$ cat config.mk
export PLATFORM = sky130hd
export DESIGN_NAME = dual_wheel_pid_position_control
export DESIGN_NICKNAME = d
export VERILOG_FILES = /design/src/rtl/dwpid_pkg.sv /design/src/rtl/dwpid_unit.sv /design/src/rtl/dwpid_core.sv /design/src/rtl/dual_wheel_pid_position_control.sv
export SDC_FILE = /design/constraint.sdc
export NUM_CORES = 2
export LEC_CHECK = 0
export ABC_CLOCK_PERIOD_IN_PS = 9070
export BUFFER_PORTS_ARGS = -buffer_cell sky130_fd_sc_hd__buf_2
export CAP_MARGIN = 20
export CELL_PAD_IN_SITES_DETAIL_PLACEMENT = 1
export CELL_PAD_IN_SITES_GLOBAL_PLACEMENT = 2
export CORE_MARGIN = 3
export CORE_UTILIZATION = 38
export CTS_CLUSTER_DIAMETER = 120
export DETAILED_ROUTE_END_ITERATION = 8
export GPL_TIMING_DRIVEN = 0
export PLACE_DENSITY = 0.8
export SKIP_LAST_GASP = 1
export SLEW_MARGIN = 15
export SYNTH_ARGS = -nofsm -noshare
export SYNTH_HDL_FRONTEND = slang
export SYNTH_HIERARCHICAL = 1
export SYNTH_SLANG_ARGS = --single-unit
$ cat constraint.sdc
create_clock -name clk -period 9.07 [get_ports clk]
set_input_delay 0.4535 -clock clk [delete_from_list [all_inputs] [get_ports clk]]
set_output_delay 0.4535 -clock clk [all_outputs]
set_load 0.05 [all_outputs]
$ cat src/rtl/dwpid_pkg.sv
// ----------------------------------------------------------------------------
// dwpid_pkg: shared types and constants
// Widths, register indexes, reset values and the serial unit's request and
// response structs for the dual wheel position controller.
// ----------------------------------------------------------------------------
`default_nettype none

package dwpid_pkg;

    // Field widths
    localparam int STEP_W    = 16;
    localparam int LIM_W     = 15;
    localparam int GAIN_W    = 48;
    localparam int EL_W      = 16;
    localparam int DRV_W     = 16;
    localparam int CFG_IDX_W = 3;

    // Serial arithmetic widths
    localparam int MCAND_W   = 64;
    localparam int PROD_W    = MCAND_W + GAIN_W;
    localparam int TERM_W    = 61;
    localparam int CNT_W     = 7;
    localparam int MUL_STEPS = GAIN_W;
    localparam int DIV_STEPS = PROD_W;
    localparam int SUM_W     = 64;

    // Signed PID sum and the Q0.48 to Q0.15 conversion
    localparam int U_W         = 63;
    localparam int DRIVE_SHIFT = 33;

    localparam logic [TERM_W-1:0] TERM_CAP = {1'b1, {(TERM_W-1){1'b0}}};

    // Reset values
    localparam logic [LIM_W-1:0]  LIMIT_RST  = 15'd16384;
    localparam logic [GAIN_W-1:0] GAIN_P_RST = 48'd281193501734;
    localparam logic [GAIN_W-1:0] GAIN_I_RST = 48'd0;
    localparam logic [GAIN_W-1:0] GAIN_D_RST = 48'd281474976711;

    // Register indexes
    typedef enum logic [CFG_IDX_W-1:0] {
        REG_STEP_RIGHT  = 3'd0,
        REG_STEP_LEFT   = 3'd1,
        REG_LIMIT_RIGHT = 3'd2,
        REG_LIMIT_LEFT  = 3'd3,
        REG_GAIN_P      = 3'd4,
        REG_GAIN_I      = 3'd5,
        REG_GAIN_D      = 3'd6
    } cfg_idx_t;

    typedef struct packed {
        logic signed [STEP_W-1:0] step_right;
        logic signed [STEP_W-1:0] step_left;
        logic [LIM_W-1:0]         limit_right;
        logic [LIM_W-1:0]         limit_left;
        logic [GAIN_W-1:0]        gain_p;
        logic [GAIN_W-1:0]        gain_i;
        logic [GAIN_W-1:0]        gain_d;
    } cfg_t;

    // Serial unit operations
    typedef enum logic {
        OP_MUL = 1'b0,
        OP_DIV = 1'b1
    } op_t;

    typedef struct packed {
        logic               start;
        op_t                op;
        logic [MCAND_W-1:0] mcand;
        logic [GAIN_W-1:0]  mplier;
        logic [EL_W-1:0]    divisor;
    } unit_req_t;

    typedef struct packed {
        logic              done;
        logic [PROD_W-1:0] prod;
        logic [TERM_W-1:0] term;
    } unit_rsp_t;

    typedef struct packed {
        logic idle;
        logic done;
    } core_stat_t;

endpackage

`default_nettype wire

$ cat src/rtl/dwpid_unit.sv
// ----------------------------------------------------------------------------
// dwpid_unit: bit-serial multiply and divide
// Shift-and-add multiply, one multiplier bit per cycle, and restoring divide
// of the held product, one quotient bit per cycle, saturated at 2^60.
// ----------------------------------------------------------------------------
`default_nettype none

module dwpid_unit (
    input  logic                 clk,
    input  logic                 rst_n,
    input  dwpid_pkg::unit_req_t req,
    output dwpid_pkg::unit_rsp_t rsp
);
    import dwpid_pkg::*;

    logic              busy_reg;
    logic              done_reg;
    op_t               op_reg;
    logic [CNT_W-1:0]  cnt_reg;
    logic [PROD_W-1:0] prod_reg;
    logic [MCAND_W-1:0] mcand_reg;
    logic [EL_W-1:0]   dvsr_reg;
    logic [EL_W-1:0]   rem_reg;
    logic [TERM_W-1:0] quo_reg;
    logic              qsat_reg;

    logic [MCAND_W:0]  acc_sum;
    logic [EL_W:0]     div_trial;
    logic [EL_W:0]     div_diff;
    logic              div_ge;

    // One step of each operation
    always_comb
    begin
        acc_sum   = {1'b0, prod_reg[PROD_W-1:GAIN_W]}
                  + (prod_reg[0] ? {1'b0, mcand_reg} : {(MCAND_W+1){1'b0}});
        div_trial = {rem_reg, prod_reg[PROD_W-1]};
        div_diff  = div_trial - {1'b0, dvsr_reg};
        div_ge    = (div_trial >= {1'b0, dvsr_reg});
    end

    always_ff @(posedge clk or negedge rst_n)
    begin
        if (!rst_n)
        begin
            busy_reg <= 1'b0;
            done_reg <= 1'b0;
            op_reg   <= OP_MUL;
            cnt_reg  <= '0;
        end
        else
        begin
            done_reg <= 1'b0;
            if (req.start)
            begin
                busy_reg <= 1'b1;
                op_reg   <= req.op;
                if (req.op == OP_MUL)
                begin
                    cnt_reg   <= CNT_W'(MUL_STEPS - 1);
                    prod_reg  <= {{MCAND_W{1'b0}}, req.mplier};
                    mcand_reg <= req.mcand;
                end
                else
                begin
                    // divide runs on the product left by the last multiply
                    cnt_reg  <= CNT_W'(DIV_STEPS - 1);
                    dvsr_reg <= req.divisor;
                    rem_reg  <= '0;
                    quo_reg  <= '0;
                    qsat_reg <= 1'b0;
                end
            end
            else if (busy_reg)
            begin
                if (op_reg == OP_MUL)
                begin
                    prod_reg <= {acc_sum, prod_reg[GAIN_W-1:1]};
                end
                else
                begin
                    prod_reg <= {prod_reg[PROD_W-2:0], 1'b0};
                    rem_reg  <= div_ge ? div_diff[EL_W-1:0] : div_trial[EL_W-1:0];
                    quo_reg  <= {quo_reg[TERM_W-2:0], div_ge};
                    qsat_reg <= qsat_reg | quo_reg[TERM_W-1];
                end
                if (cnt_reg == '0)
                begin
                    busy_reg <= 1'b0;
                    done_reg <= 1'b1;
                end
                else
                begin
                    cnt_reg <= cnt_reg - 1'b1;
                end
            end
        end
    end

    // Result, capped at 2^60
    always_comb
    begin
        rsp.done = done_reg;
        rsp.prod = prod_reg;
        if (op_reg == OP_MUL)
        begin
            rsp.term = (|prod_reg[PROD_W-1:TERM_W-1]) ? TERM_CAP
                     : {1'b0, prod_reg[TERM_W-2:0]};
        end
        else
        begin
            rsp.term = (qsat_reg | quo_reg[TERM_W-1]) ? TERM_CAP : quo_reg;
        end
    end

endmodule

`default_nettype wire

$ cat src/rtl/dwpid_core.sv
// ----------------------------------------------------------------------------
// dwpid_core: per-wheel PID sequencer
// Walks right then left wheel through goal, error, integral and the three
// gain terms using the shared serial unit, and keeps the controller state.
// ----------------------------------------------------------------------------
`default_nettype none

module dwpid_core #(
    parameter int POS_BITS = 32
) (
    input  logic                              clk,
    input  logic                              rst_n,
    input  logic                              start,
    input  dwpid_pkg::cfg_t                   cfg,
    input  logic [dwpid_pkg::EL_W-1:0]        elapsed,
    input  logic signed [POS_BITS-1:0]        pos_r,
    input  logic signed [POS_BITS-1:0]        pos_l,
    input  logic                              take,
    output dwpid_pkg::core_stat_t             stat,
    output logic signed [dwpid_pkg::DRV_W-1:0] drive_r,
    output logic signed [dwpid_pkg::DRV_W-1:0] drive_l,
    output logic                              halted_r,
    output logic                              halted_l
);
    import dwpid_pkg::*;

    localparam int EW = POS_BITS + 1;
    localparam int DW = POS_BITS + 2;
    localparam int SHR_W = U_W - DRIVE_SHIFT;
    localparam logic signed [POS_BITS-1:0] GMAX = {1'b0, {(POS_BITS-1){1'b1}}};
    localparam logic signed [POS_BITS-1:0] GMIN = {1'b1, {(POS_BITS-1){1'b0}}};
    localparam logic signed [SUM_W-1:0] SMAX = {1'b0, {(SUM_W-1){1'b1}}};
    localparam logic signed [SUM_W-1:0] SMIN = {1'b1, {(SUM_W-1){1'b0}}};

    typedef enum logic [11:0] {
        ST_IDLE   = 12'b000000000001,
        ST_GOAL   = 12'b000000000010,
        ST_ERR    = 12'b000000000100,
        ST_DERR   = 12'b000000001000,
        ST_MSUM   = 12'b000000010000,
        ST_SUMADD = 12'b000000100000,
        ST_MP     = 12'b000001000000,
        ST_MD     = 12'b000010000000,
        ST_DV     = 12'b000100000000,
        ST_MI     = 12'b001000000000,
        ST_OUT    = 12'b010000000000,
        ST_FIN    = 12'b100000000000
    } state_t;

    state_t state_reg, state_next;
    logic   sel_reg, sel_next;

    logic [EL_W-1:0]             elapsed_reg;
    logic signed [POS_BITS-1:0]  pos_reg  [2];
    logic signed [POS_BITS-1:0]  goal_reg [2];
    logic signed [EW-1:0]        last_reg [2];
    logic signed [SUM_W-1:0]     sum_reg  [2];
    logic signed [DRV_W-1:0]     drive_reg [2];
    logic                        halt_reg [2];
    logic signed [EW-1:0]        e_reg, e_next;
    logic signed [DW-1:0]        de_reg, de_next;
    logic signed [U_W-1:0]       u_reg, u_next;

    logic signed [POS_BITS-1:0]  goal_next;
    logic signed [SUM_W-1:0]     sum_next;
    logic signed [DRV_W-1:0]     drive_next;
    logic                        halt_next;
    logic                        goal_we, sum_we, out_we;

    logic signed [STEP_W-1:0]    cur_step;
    logic [LIM_W-1:0]            cur_limit;
    logic signed [POS_BITS-1:0]  cur_pos, cur_goal;
    logic signed [EW-1:0]        cur_last;
    logic signed [SUM_W-1:0]     cur_sum;

    logic signed [EW-1:0]        gsum;
    logic [EW-1:0]               e_mag;
    logic [DW-1:0]               de_mag;
    logic [SUM_W-1:0]            sum_mag;
    logic signed [SUM_W-1:0]     sum_inc, sum_raw;
    logic                        term_neg;
    logic signed [U_W-1:0]       term_s;
    logic [U_W-1:0]              u_mag;
    logic [SHR_W-1:0]            u_shr;
    logic [LIM_W-1:0]            mag;

    unit_req_t req;
    unit_rsp_t rsp;

    dwpid_unit u_unit (
        .clk   (clk),
        .rst_n (rst_n),
        .req   (req),
        .rsp   (rsp)
    );

    // Selected wheel
    always_comb
    begin
        cur_step  = sel_reg ? cfg.step_left   : cfg.step_right;
        cur_limit = sel_reg ? cfg.limit_left  : cfg.limit_right;
        cur_pos   = pos_reg[sel_reg];
        cur_goal  = goal_reg[sel_reg];
        cur_last  = last_reg[sel_reg];
        cur_sum   = sum_reg[sel_reg];
    end

    // Datapath pieces
    always_comb
    begin
        gsum      = EW'(cur_goal) + EW'(cur_step);
        goal_next = (gsum[EW-1] != gsum[EW-2]) ? (gsum[EW-1] ? GMIN : GMAX)
                  : gsum[POS_BITS-1:0];
        e_mag     = e_reg[EW-1] ? EW'(-e_reg) : EW'(e_reg);
        de_mag    = de_reg[DW-1] ? DW'(-de_reg) : DW'(de_reg);
        sum_mag   = cur_sum[SUM_W-1] ? SUM_W'(-cur_sum) : SUM_W'(cur_sum);

        // integral: saturating add of e * elapsed
        sum_inc   = e_reg[EW-1] ? -signed'(rsp.prod[SUM_W-1:0])
                                : signed'(rsp.prod[SUM_W-1:0]);
        sum_raw   = cur_sum + sum_inc;
        if ((cur_sum[SUM_W-1] == sum_inc[SUM_W-1]) && (sum_raw[SUM_W-1] != cur_sum[SUM_W-1]))
        begin
            sum_next = cur_sum[SUM_W-1] ? SMIN : SMAX;
        end
        else
        begin
            sum_next = sum_raw;
        end

        // signed term into the running PID sum
        case (state_reg)
            ST_MP:   term_neg = e_reg[EW-1];
            ST_DV:   term_neg = de_reg[DW-1];
            default: term_neg = cur_sum[SUM_W-1];
        endcase
        term_s = term_neg ? -signed'(U_W'(rsp.term)) : signed'(U_W'(rsp.term));

        // drive: |u| in Q0.15, clamp, sign from step, zero when halted
        u_mag = u_reg[U_W-1] ? U_W'(-u_reg) : U_W'(u_reg);
        u_shr = u_mag[U_W-1:DRIVE_SHIFT];
        mag   = (u_shr > SHR_W'(cur_limit)) ? cur_limit : u_shr[LIM_W-1:0];
        halt_next  = (cur_pos >= POS_BITS'(cur_step));
        drive_next = halt_next ? '0
                   : (cur_step[STEP_W-1] ? -signed'({1'b0, mag}) : signed'({1'b0, mag}));
    end

    // Sequencer
    always_comb
    begin
        state_next = state_reg;
        sel_next   = sel_reg;
        e_next     = e_reg;
        de_next    = de_reg;
        u_next     = u_reg;
        goal_we    = 1'b0;
        sum_we     = 1'b0;
        out_we     = 1'b0;
        req        = '0;
        stat.idle  = (state_reg == ST_IDLE);
        stat.done  = 1'b0;

        case (state_reg)
            ST_IDLE:
            begin
                if (start)
                begin
                    sel_next   = 1'b0;
                    state_next = ST_GOAL;
                end
            end
            ST_GOAL:
            begin
                goal_we    = 1'b1;
                state_next = ST_ERR;
            end
            ST_ERR:
            begin
                e_next     = EW'(cur_goal) - EW'(cur_pos);
                state_next = ST_DERR;
            end
            ST_DERR:
            begin
                de_next     = DW'(e_reg) - DW'(cur_last);
                u_next      = '0;
                req.start   = 1'b1;
                req.op      = OP_MUL;
                req.mcand   = MCAND_W'(e_mag);
                req.mplier  = GAIN_W'(elapsed_reg);
                state_next  = ST_MSUM;
            end
            ST_MSUM:
            begin
                if (rsp.done)
                begin
                    state_next = ST_SUMADD;
                end
            end
            ST_SUMADD:
            begin
                sum_we      = 1'b1;
                req.start   = 1'b1;
                req.op      = OP_MUL;
                req.mcand   = MCAND_W'(e_mag);
                req.mplier  = cfg.gain_p;
                state_next  = ST_MP;
            end
            ST_MP:
            begin
                if (rsp.done)
                begin
                    u_next    = u_reg + term_s;
                    req.start = 1'b1;
                    req.op    = OP_MUL;
                    if (elapsed_reg != '0)
                    begin
                        req.mcand  = MCAND_W'(de_mag);
                        req.mplier = cfg.gain_d;
                        state_next = ST_MD;
                    end
                    else
                    begin
                        req.mcand  = sum_mag;
                        req.mplier = cfg.gain_i;
                        state_next = ST_MI;
                    end
                end
            end
            ST_MD:
            begin
                if (rsp.done)
                begin
                    req.start   = 1'b1;
                    req.op      = OP_DIV;
                    req.divisor = elapsed_reg;
                    state_next  = ST_DV;
                end
            end
            ST_DV:
            begin
                if (rsp.done)
                begin
                    u_next     = u_reg + term_s;
                    req.start  = 1'b1;
                    req.op     = OP_MUL;
                    req.mcand  = sum_mag;
                    req.mplier = cfg.gain_i;
                    state_next = ST_MI;
                end
            end
            ST_MI:
            begin
                if (rsp.done)
                begin
                    u_next     = u_reg + term_s;
                    state_next = ST_OUT;
                end
            end
            ST_OUT:
            begin
                out_we = 1'b1;
                if (sel_reg)
                begin
                    state_next = ST_FIN;
                end
                else
                begin
                    sel_next   = 1'b1;
                    state_next = ST_GOAL;
                end
            end
            ST_FIN:
            begin
                if (take)
                begin
                    stat.done  = 1'b1;
                    state_next = ST_IDLE;
                end
            end
            default:
            begin
                state_next = ST_IDLE;
            end
        endcase
    end

    // Control and controller state
    always_ff @(posedge clk or negedge rst_n)
    begin
        if (!rst_n)
        begin
            state_reg <= ST_IDLE;
            sel_reg   <= 1'b0;
            for (int i = 0; i < 2; i++)
            begin
                goal_reg[i] <= '0;
                last_reg[i] <= '0;
                sum_reg[i]  <= '0;
            end
        end
        else
        begin
            state_reg <= state_next;
            sel_reg   <= sel_next;
            if (goal_we)
            begin
                goal_reg[sel_reg] <= goal_next;
            end
            if (sum_we)
            begin
                sum_reg[sel_reg] <= sum_next;
            end
            if (out_we)
            begin
                last_reg[sel_reg] <= e_reg;
            end
        end
    end

    // Payload
    always_ff @(posedge clk)
    begin
        if (stat.idle && start)
        begin
            elapsed_reg <= elapsed;
            pos_reg[0]  <= pos_r;
            pos_reg[1]  <= pos_l;
        end
        e_reg  <= e_next;
        de_reg <= de_next;
        u_reg  <= u_next;
        if (out_we)
        begin
            drive_reg[sel_reg] <= drive_next;
            halt_reg[sel_reg]  <= halt_next;
        end
    end

    assign drive_r  = drive_reg[0];
    assign drive_l  = drive_reg[1];
    assign halted_r = halt_reg[0];
    assign halted_l = halt_reg[1];

endmodule

`default_nettype wire

$ cat src/rtl/dual_wheel_pid_position_control.sv
// ----------------------------------------------------------------------------
// dual_wheel_pid_position_control: two-wheel PID position controller
// Per control tick, advances each wheel's goal and produces a clamped Q1.15
// drive from proportional, integral and derivative terms.
// ----------------------------------------------------------------------------
// Usage:
//   Input beat (in_valid/in_ready): elapsed_us, pos_right, pos_left.
//   Output beat (out_valid/out_ready): drive_right, drive_left, halted_right,
//   halted_left; exactly one output beat per input beat.
//   Config: cfg_we writes cfg_data into register cfg_index (0 step_right,
//   1 step_left, 2 limit_right, 3 limit_left, 4 gain_p, 5 gain_i, 6 gain_d).
//   One tick at a time. Each wheel uses the single bit-serial unit for four
//   multiplies and one divide, or three multiplies and no divide when
//   elapsed_us is zero; wheels in turn. in_ready is high whenever the
//   sequencer is idle.
//   A finished result waits in the output register; the next tick can be
//   accepted while it waits, and its result is held back until the output
//   register has been taken.
//   Reset clears goals, errors and integrals, and loads default gains/limits.
// ----------------------------------------------------------------------------
`default_nettype none

module dual_wheel_pid_position_control #(
    parameter int POS_BITS = 32
) (
    input  logic                                   clk,
    input  logic                                   rst_n,
    input  logic                                   in_valid,
    output logic                                   in_ready,
    input  logic [dwpid_pkg::EL_W-1:0]             elapsed_us,
    input  logic signed [31:0]                     pos_right,
    input  logic signed [31:0]                     pos_left,
    output logic                                   out_valid,
    input  logic                                   out_ready,
    output logic signed [dwpid_pkg::DRV_W-1:0]     drive_right,
    output logic signed [dwpid_pkg::DRV_W-1:0]     drive_left,
    output logic                                   halted_right,
    output logic                                   halted_left,
    input  logic                                   cfg_we,
    input  logic [dwpid_pkg::CFG_IDX_W-1:0]        cfg_index,
    input  logic [dwpid_pkg::GAIN_W-1:0]           cfg_data
);
    import dwpid_pkg::*;

    cfg_t       cfg_reg;
    core_stat_t stat;
    logic       out_valid_reg;
    logic       take;
    logic       start;

    logic signed [DRV_W-1:0] core_drive_r, core_drive_l;
    logic                    core_halt_r, core_halt_l;
    logic signed [DRV_W-1:0] drive_r_reg, drive_l_reg;
    logic                    halt_r_reg, halt_l_reg;

    // Configuration registers
    always_ff @(posedge clk or negedge rst_n)
    begin
        if (!rst_n)
        begin
            cfg_reg.step_right  <= '0;
            cfg_reg.step_left   <= '0;
            cfg_reg.limit_right <= LIMIT_RST;
            cfg_reg.limit_left  <= LIMIT_RST;
            cfg_reg.gain_p      <= GAIN_P_RST;
            cfg_reg.gain_i      <= GAIN_I_RST;
            cfg_reg.gain_d      <= GAIN_D_RST;
        end
        else if (cfg_we)
        begin
            case (cfg_idx_t'(cfg_index))
                REG_STEP_RIGHT:  cfg_reg.step_right  <= signed'(cfg_data[STEP_W-1:0]);
                REG_STEP_LEFT:   cfg_reg.step_left   <= signed'(cfg_data[STEP_W-1:0]);
                REG_LIMIT_RIGHT: cfg_reg.limit_right <= cfg_data[LIM_W-1:0];
                REG_LIMIT_LEFT:  cfg_reg.limit_left  <= cfg_data[LIM_W-1:0];
                REG_GAIN_P:      cfg_reg.gain_p      <= cfg_data;
                REG_GAIN_I:      cfg_reg.gain_i      <= cfg_data;
                REG_GAIN_D:      cfg_reg.gain_d      <= cfg_data;
                default:         ;
            endcase
        end
    end

    // Input beat starts the sequencer
    assign in_ready = stat.idle;
    assign start    = in_valid && in_ready;
    assign take     = !out_valid_reg || out_ready;

    dwpid_core #(
        .POS_BITS (POS_BITS)
    ) u_core (
        .clk      (clk),
        .rst_n    (rst_n),
        .start    (start),
        .cfg      (cfg_reg),
        .elapsed  (elapsed_us),
        .pos_r    (pos_right[POS_BITS-1:0]),
        .pos_l    (pos_left[POS_BITS-1:0]),
        .take     (take),
        .stat     (stat),
        .drive_r  (core_drive_r),
        .drive_l  (core_drive_l),
        .halted_r (core_halt_r),
        .halted_l (core_halt_l)
    );

    // Output register
    always_ff @(posedge clk or negedge rst_n)
    begin
        if (!rst_n)
        begin
            out_valid_reg <= 1'b0;
        end
        else if (stat.done)
        begin
            out_valid_reg <= 1'b1;
        end
        else if (out_ready)
        begin
            out_valid_reg <= 1'b0;
        end
    end

    always_ff @(posedge clk)
    begin
        if (stat.done)
        begin
            drive_r_reg <= core_drive_r;
            drive_l_reg <= core_drive_l;
            halt_r_reg  <= core_halt_r;
            halt_l_reg  <= core_halt_l;
        end
    end

    assign out_valid    = out_valid_reg;
    assign drive_right  = drive_r_reg;
    assign drive_left   = drive_l_reg;
    assign halted_right = halt_r_reg;
    assign halted_left  = halt_l_reg;

    // Checks
    a_busy_after_accept: assert property (@(posedge clk) disable iff (!rst_n)
        in_valid && in_ready |=> !in_ready)
        else $error("sequencer idle right after an input beat");

    a_done_needs_slot: assert property (@(posedge clk) disable iff (!rst_n)
        stat.done |-> (!out_valid || out_ready))
        else $error("result finished over an untaken output beat");

    a_done_while_busy: assert property (@(posedge clk) disable iff (!rst_n)
        stat.done |-> !in_ready)
        else $error("result finished while sequencer idle");

endmodule

`default_nettype wire

* After elaboration in Yosys (flattened, before gate mapping)
Memories as Yosys holds them, arrays and structs flattened. A register that Yosys moved wholly into a read port is not among the register bits. Cells that the tools add are included.
Storage, ports and cells: register bits after elaboration 904, bits in latches 0, bits in writable memories 98, ROM bits 0, bits of input ports 136, output and inout bits 36, word-level logic and storage cells 217, memories 3
Memories:
- u_core.pos_reg | depth 2, bits a word 32, read ports 1, clocked after memory_dff 0, write ports 2, line dwpid_core.sv:54 | logic signed [POS_BITS-1:0] pos_reg [2];
- u_core.drive_reg | depth 2, bits a word 16, read ports 2, clocked after memory_dff 2, write ports 1, line dwpid_core.sv:58 | logic signed [DRV_W-1:0] drive_reg [2];
- u_core.halt_reg | depth 2, bits a word 1, read ports 2, clocked after memory_dff 2, write ports 1, line dwpid_core.sv:59 | logic halt_reg [2];
Cells by class: add/subtract/negate cells 15, multiply operators 0, div/mod/pow operators 0, $lt $le $gt $ge 5, equal/unequal tests 32, shift-type cells 0, muxes and demuxes 96, bitwise operators 3, reduce and logical (&&, ||, !) cells 33
Operators by type and width (count):
- $mux W64 | 9
- $mux W112 | 5
- $pmux W112 S4 | 1
- $mux W61 | 7
- $mux W114 | 2
- $mux W32 | 6
- $mux W63 | 3
- $mux W33 | 5
- $pmux W12 S12 | 1
- $bwmux W128 | 1
- $mux W16 | 8
- $neg A64 Y64 | 2
- $pmux W63 S2 | 1
- $mux W12 | 8
- $bwmux W66 | 1
- $add A64 B65 Y65 | 1
- $add A64 B64 Y64 | 1
- $bwmux W64 | 1
- $demux W64 S1 | 1
- $add A63 B63 Y63 | 1
- $neg A61 Y63 | 1
- $neg A63 Y63 | 1
- $reduce_or A52 Y1 | 1
- $mux W34 | 1
- other kinds (57) | 115

* Depth between registers and ports, before layout
depth in word-level cells 11, depth in mapped cells 29, depth with buffers taken out 26

* By module
Netlist, hierarchy kept.
By module, submodules not included:
- dwpid_core | instances 1, cells an instance 4688, area each 41337.1 sq um, seq. area each 14109.8 sq um
- dwpid_unit | instances 1, cells an instance 1563, area each 16447.0 sq um, seq. area each 8358.0 sq um
- dual_wheel_pid_position_control | instances 1, cells an instance 478, area each 9115.0 sq um, seq. area each 6246.0 sq um

* Worst setup path before layout
No wires, ideal clock.
path type register -> register, from register u_core.state_reg[8], to register u_core.u_unit.prod_reg[0] (enable), library setup time 0.620 ns, arrival 8.197 ns, data required time 8.450 ns, setup slack 0.253 ns, stages on the path, launching flop included 12, path buffers 4, clock period less this slack 8.817 ns, cells stage by stage dfrtp_1 clkbuf_1 nor4_1 nand4_1 nor3b_1 or2_2 clkbuf_1 a311o_1 clkbuf_1 clkbuf_1 o21ai_0 a21oi_1
RTL lines:
- start: declaration | line dwpid_core.sv:50 | state_t state_reg, state_next;
- start signal: assignment | line dwpid_core.sv:303 | state_reg <= state_next;
- end signal: assignment | line dwpid_unit.sv:61 | prod_reg <= {{MCAND_W{1'b0}}, req.mplier};
- end signal: assignment | line dwpid_unit.sv:78 | prod_reg <= {acc_sum, prod_reg[GAIN_W-1:1]};
- end signal: assignment | line dwpid_unit.sv:82 | prod_reg <= {prod_reg[PROD_W-2:0], 1'b0};
- end: declaration | line dwpid_unit.sv:20 | logic [PROD_W-1:0] prod_reg;

* Worst setup path after layout
from register u_core.sel_reg, to register u_core/goal_reg[55] (netlist name)
On the way: word-level cells in the longest chain between the ends 8, elaborated cells on any way between the ends 15, classes of those cells add/sub (1); order compare (2); eq/ne (1); mux (9); bitwise (1); reduce/logical (1)
Ends and longest elaborated chain:
- start: declaration | line dwpid_core.sv:51 | logic sel_reg, sel_next;
- start signal: assignment | line dwpid_core.sv:304 | sel_reg <= sel_next;
- $not A1 Y2 (implied by the code) | line dwpid_core.sv:103, dwpid_core.sv:307
- $mux W32 (implied by the code) (3 in a row) | line dwpid_core.sv:103 | cur_goal = goal_reg[sel_reg];
- $add A32 B16 Y33 | line dwpid_core.sv:111 | gsum = EW'(cur_goal) + EW'(cur_step);
- $mux W32 / $ne A1 B1 Y1 (equally long branches) | line dwpid_core.sv:112 | goal_next = (gsum[EW-1] != gsum[EW-2]) ? (gsum[EW-1] ? GMIN : GMAX)
- $mux W32 | line dwpid_core.sv:112
- $bwmux W64 * | line dwpid_core.sv:307 | goal_reg[sel_reg] <= goal_next;
- end signal: indexed assignment | line dwpid_core.sv:307
- end: declaration | line dwpid_core.sv:55 | logic signed [POS_BITS-1:0] goal_reg [2];
Mark *: on every way between the ends. The rest lies on a longest branch, timed or not. The select of a mux whose other input is x is not followed. A chain may end at the register's enable or synchronous reset.

==> out/results.ini <==
[yosys]
synth_common_cells = nand2_1, edfxtp_1, nor2_1
synth_compound_area_share_pct = 16.9
ys_ff_latch = 1036
yosysMostFrequentCell = nand2_1
syn-instance-count = 6729
synth_ff_type = edfxtp_1
ys_warn_count = 6
syn_area_um2 = 66900
synth_top_area_cell = edfxtp_1
synth_top_family_by_area = compound AO/OA/AOI/OAI gates
synth_fp_nets = 7229
synth_area_leaders = edfxtp_1, dfrtp_1, ha_1, xnor2_1, mux2_2
yosysUniqueCellTypes = 102
synth_fa_ha_area_share_pct = 6.99
yosysSeqAreaShare_pct = 42.9
synth-simple-area-share_pct = 14.1
synthMuxAreaShare_pct = 8.55
avgSynthCellArea_um2 = 9.94
synthArstFlopShare_pct = 47.1
synth_top_area_share_pct = 24.6
synth_edf_count = 548
synth-xor-area-share_pct = 7.05

[power_and_ir_drop]
p_total_mw = 19.4
leakage_nw = 31.8
ir_worst_vdd_mv = 0.214
p_per_area_nw_per_um2 = 254

[clock_tree]
ctsRootBufferMaster = clkbuf_16
worstSkewPairLatency_ps = 790
cts_tree = done
cts.sinks = 1036
cts.path.max_buffers = 3
cts_setup_buffers = 0
clk_pin_slew_ps = 60
cts.htree.levels = 3
cts-buffers-inserted = 117

[detailed_routing]
drt_first_pass_iters = 9
wirelength_um = 255000
num_vias = 55925
routed.top_layer = met5
met1_length_um = 112000
drtIter0Drc = 4580
routed_via_density = 5.83
wl_per_cell_um = 26.5
met3WireLength_um = 12800
drc_errors = 0
drtAntennaViolNets = 0
wl_met2_um = 119000

[die]
initial_core_util_pct = 38.4
fp.dieArea_um2 = 181000
fp.coreArea_um2 = 174000
pin_count = 172
rows = 153
die_h_um = 426
die_w_um = 426

[worst_hold_path]
hold_path.startpoint = cfg_data[11]
hold_class = in -> reg

[cells_and_area]
final_nets = 7665
final.fill_count = 19511
largest_reg_flops = 206
finish.utilization_pct = 43.9
fin_area_um2 = 76600
multi_input_area_um2 = 36000
area_growth_pct = 14.4
drive_above_1_share_pct = 13.0
area.sequential_um2 = 28700

[setup_path]
crit_type = reg -> reg
r2r-start = u_core/sel_reg
crit_slowest_cell = clkbuf_4
cp-end-kind = flip-flop
max_stage_delay_ps = 590
path_max_fanout = 19
start_kind = flip-flop
worst_ep_arrival_time_ps = 9420
cp_common_cell = buf_4
cp_top_family = buffers and inverters
path_buf_inv = 11
required_ps = 9720
crit_path_start = u_core/sel_reg

[global_routing]
antenna_found_initial = 16
grt_pass1_wl_um = 377000
grtUsageTotal_pct = 27.4
grt_max_degree = 101
grt_pass1_vias = 57462
grt_overflow_total = 0

[flow_run]
cap_violations = 0

[timing]
fin_crit_sh_pct = 96.8
finClkSkew_ps = 58.4
rsz0062_at_grt = no
slew_headroom_pct = 19.9
tightest_slew_ps = 1200
period_needed_ps = 8780
fmax_mhz = 114
fin_ws_ps = 294
maxSlewViolCount = 0
setup_viol = 0
setup_tns_ps = 0
hold_viol_final = 0

[place]
io_buffers = 171
post-dp-hpwl_um = 197000
place_ws_ps = -3030
gp_congestion = 0.948
place_area_um2 = 71400

[outcome]
status = completed

==> power breakdown <==
| group | switching, mW | internal, mW |
|---|---|---|
| Combinational | 5.17 | 3.04 |
| Sequential | 0.520 | 5.79 |
| Clock | 2.14 | 2.79 |
==> layer usage <==
layer,global-route usage [%],vias to the layer above
met5,0,-
met4,11.3,8
met3,3.72,397
met2,44.9,1541
met1,36.5,28503
li1,-,25476
==> path summary, 6_finish.rpt <==
| kind | end | cells after the start | slack, ps |
|---|---|---|---|
| min | cfg_reg[170] | 2 | 100 |
| min reg2reg | drive_left[9] | 0 | 420 |
| max reg2reg | u_core/goal_reg[55] | 25 | 290 |
| max in group asynchronous | cfg_reg[126] | 5 | 6940 |
| max | u_core/goal_reg[55] | 25 | 290 |
| min in group asynchronous | u_core/last_reg[40] | 2 | 310 |
==> layout make-up <==
type	count	area share, %
Clock inverter	76	1.05
Antenna cell	4	0.0131
Sequential cell	1036	37.5
Tap cell	2325	3.80
Buffer	309	1.89
Multi-Input combinational cell	5149	47.0
Inverter	231	1.13
Clock buffer	147	4.10
Timing Repair Buffer	321	3.47
==> worst register-to-register path, delay by kind of cell, from the launching register on <==
family                   cells  cell delay, ps
AO/OA/AOI/OAI                9            2360
XOR/XNOR                     1             270
adder cells (fa/ha/maj)      1             350
buffers and inverters       11            4290
flip-flops                   1             320
multiplexers                 1             440
AND/OR/NAND/NOR              2             630
==> metrics by stage <==
step,instances,hold WS (ps)
6_report,9598,102
5_1_grt,9596,59.5
4_1_cts,9592,3.97
3_5_place_dp,9259,406
3_3_place_gp,9225,403
2_1_floorplan,6729,158
==> cell families (layout without fill, tap and decap cells) <==
kind of cell	after synthesis	in the layout
AOI/OAI and AO/OA	1755	1755
DFF	1036	1036
and+or+nand+nor	1978	1978
buffers and inverters	544	1084
muxes	507	507
xor gates and xnor gates	538	538
other	0	4
adders and majority gates	371	371
==> cells in the final DEF, fill, tap and decap left out, drive strengths merged, types with 115 or more instances in the layout <==
| cell type | synthesis | routed |
|---|---|---|
| nand2 | 728 | 728 |
| edfxtp | 548 | 548 |
| o21ai | 516 | 516 |
| a21oi | 474 | 474 |
| nor2 | 454 | 454 |
| dfrtp | 451 | 451 |
| clkbuf | 243 | 388 |
| ha | 357 | 357 |
| xnor2 | 356 | 356 |
| mux2 | 314 | 314 |
| buf | 70 | 274 |
| inv | 230 | 238 |
| a21o | 201 | 201 |
| mux2i | 193 | 193 |
| xor2 | 182 | 182 |
| dlygate4sd3 | 0 | 115 |
==> repair_timing <==
action	CTS	global route
endpoints found under the setup margin	269	40
hold buffers	112	3
resized for setup	17	1
endpoints found under the hold margin	262	3
Note: power is estimated with default switching activity, not from simulation.
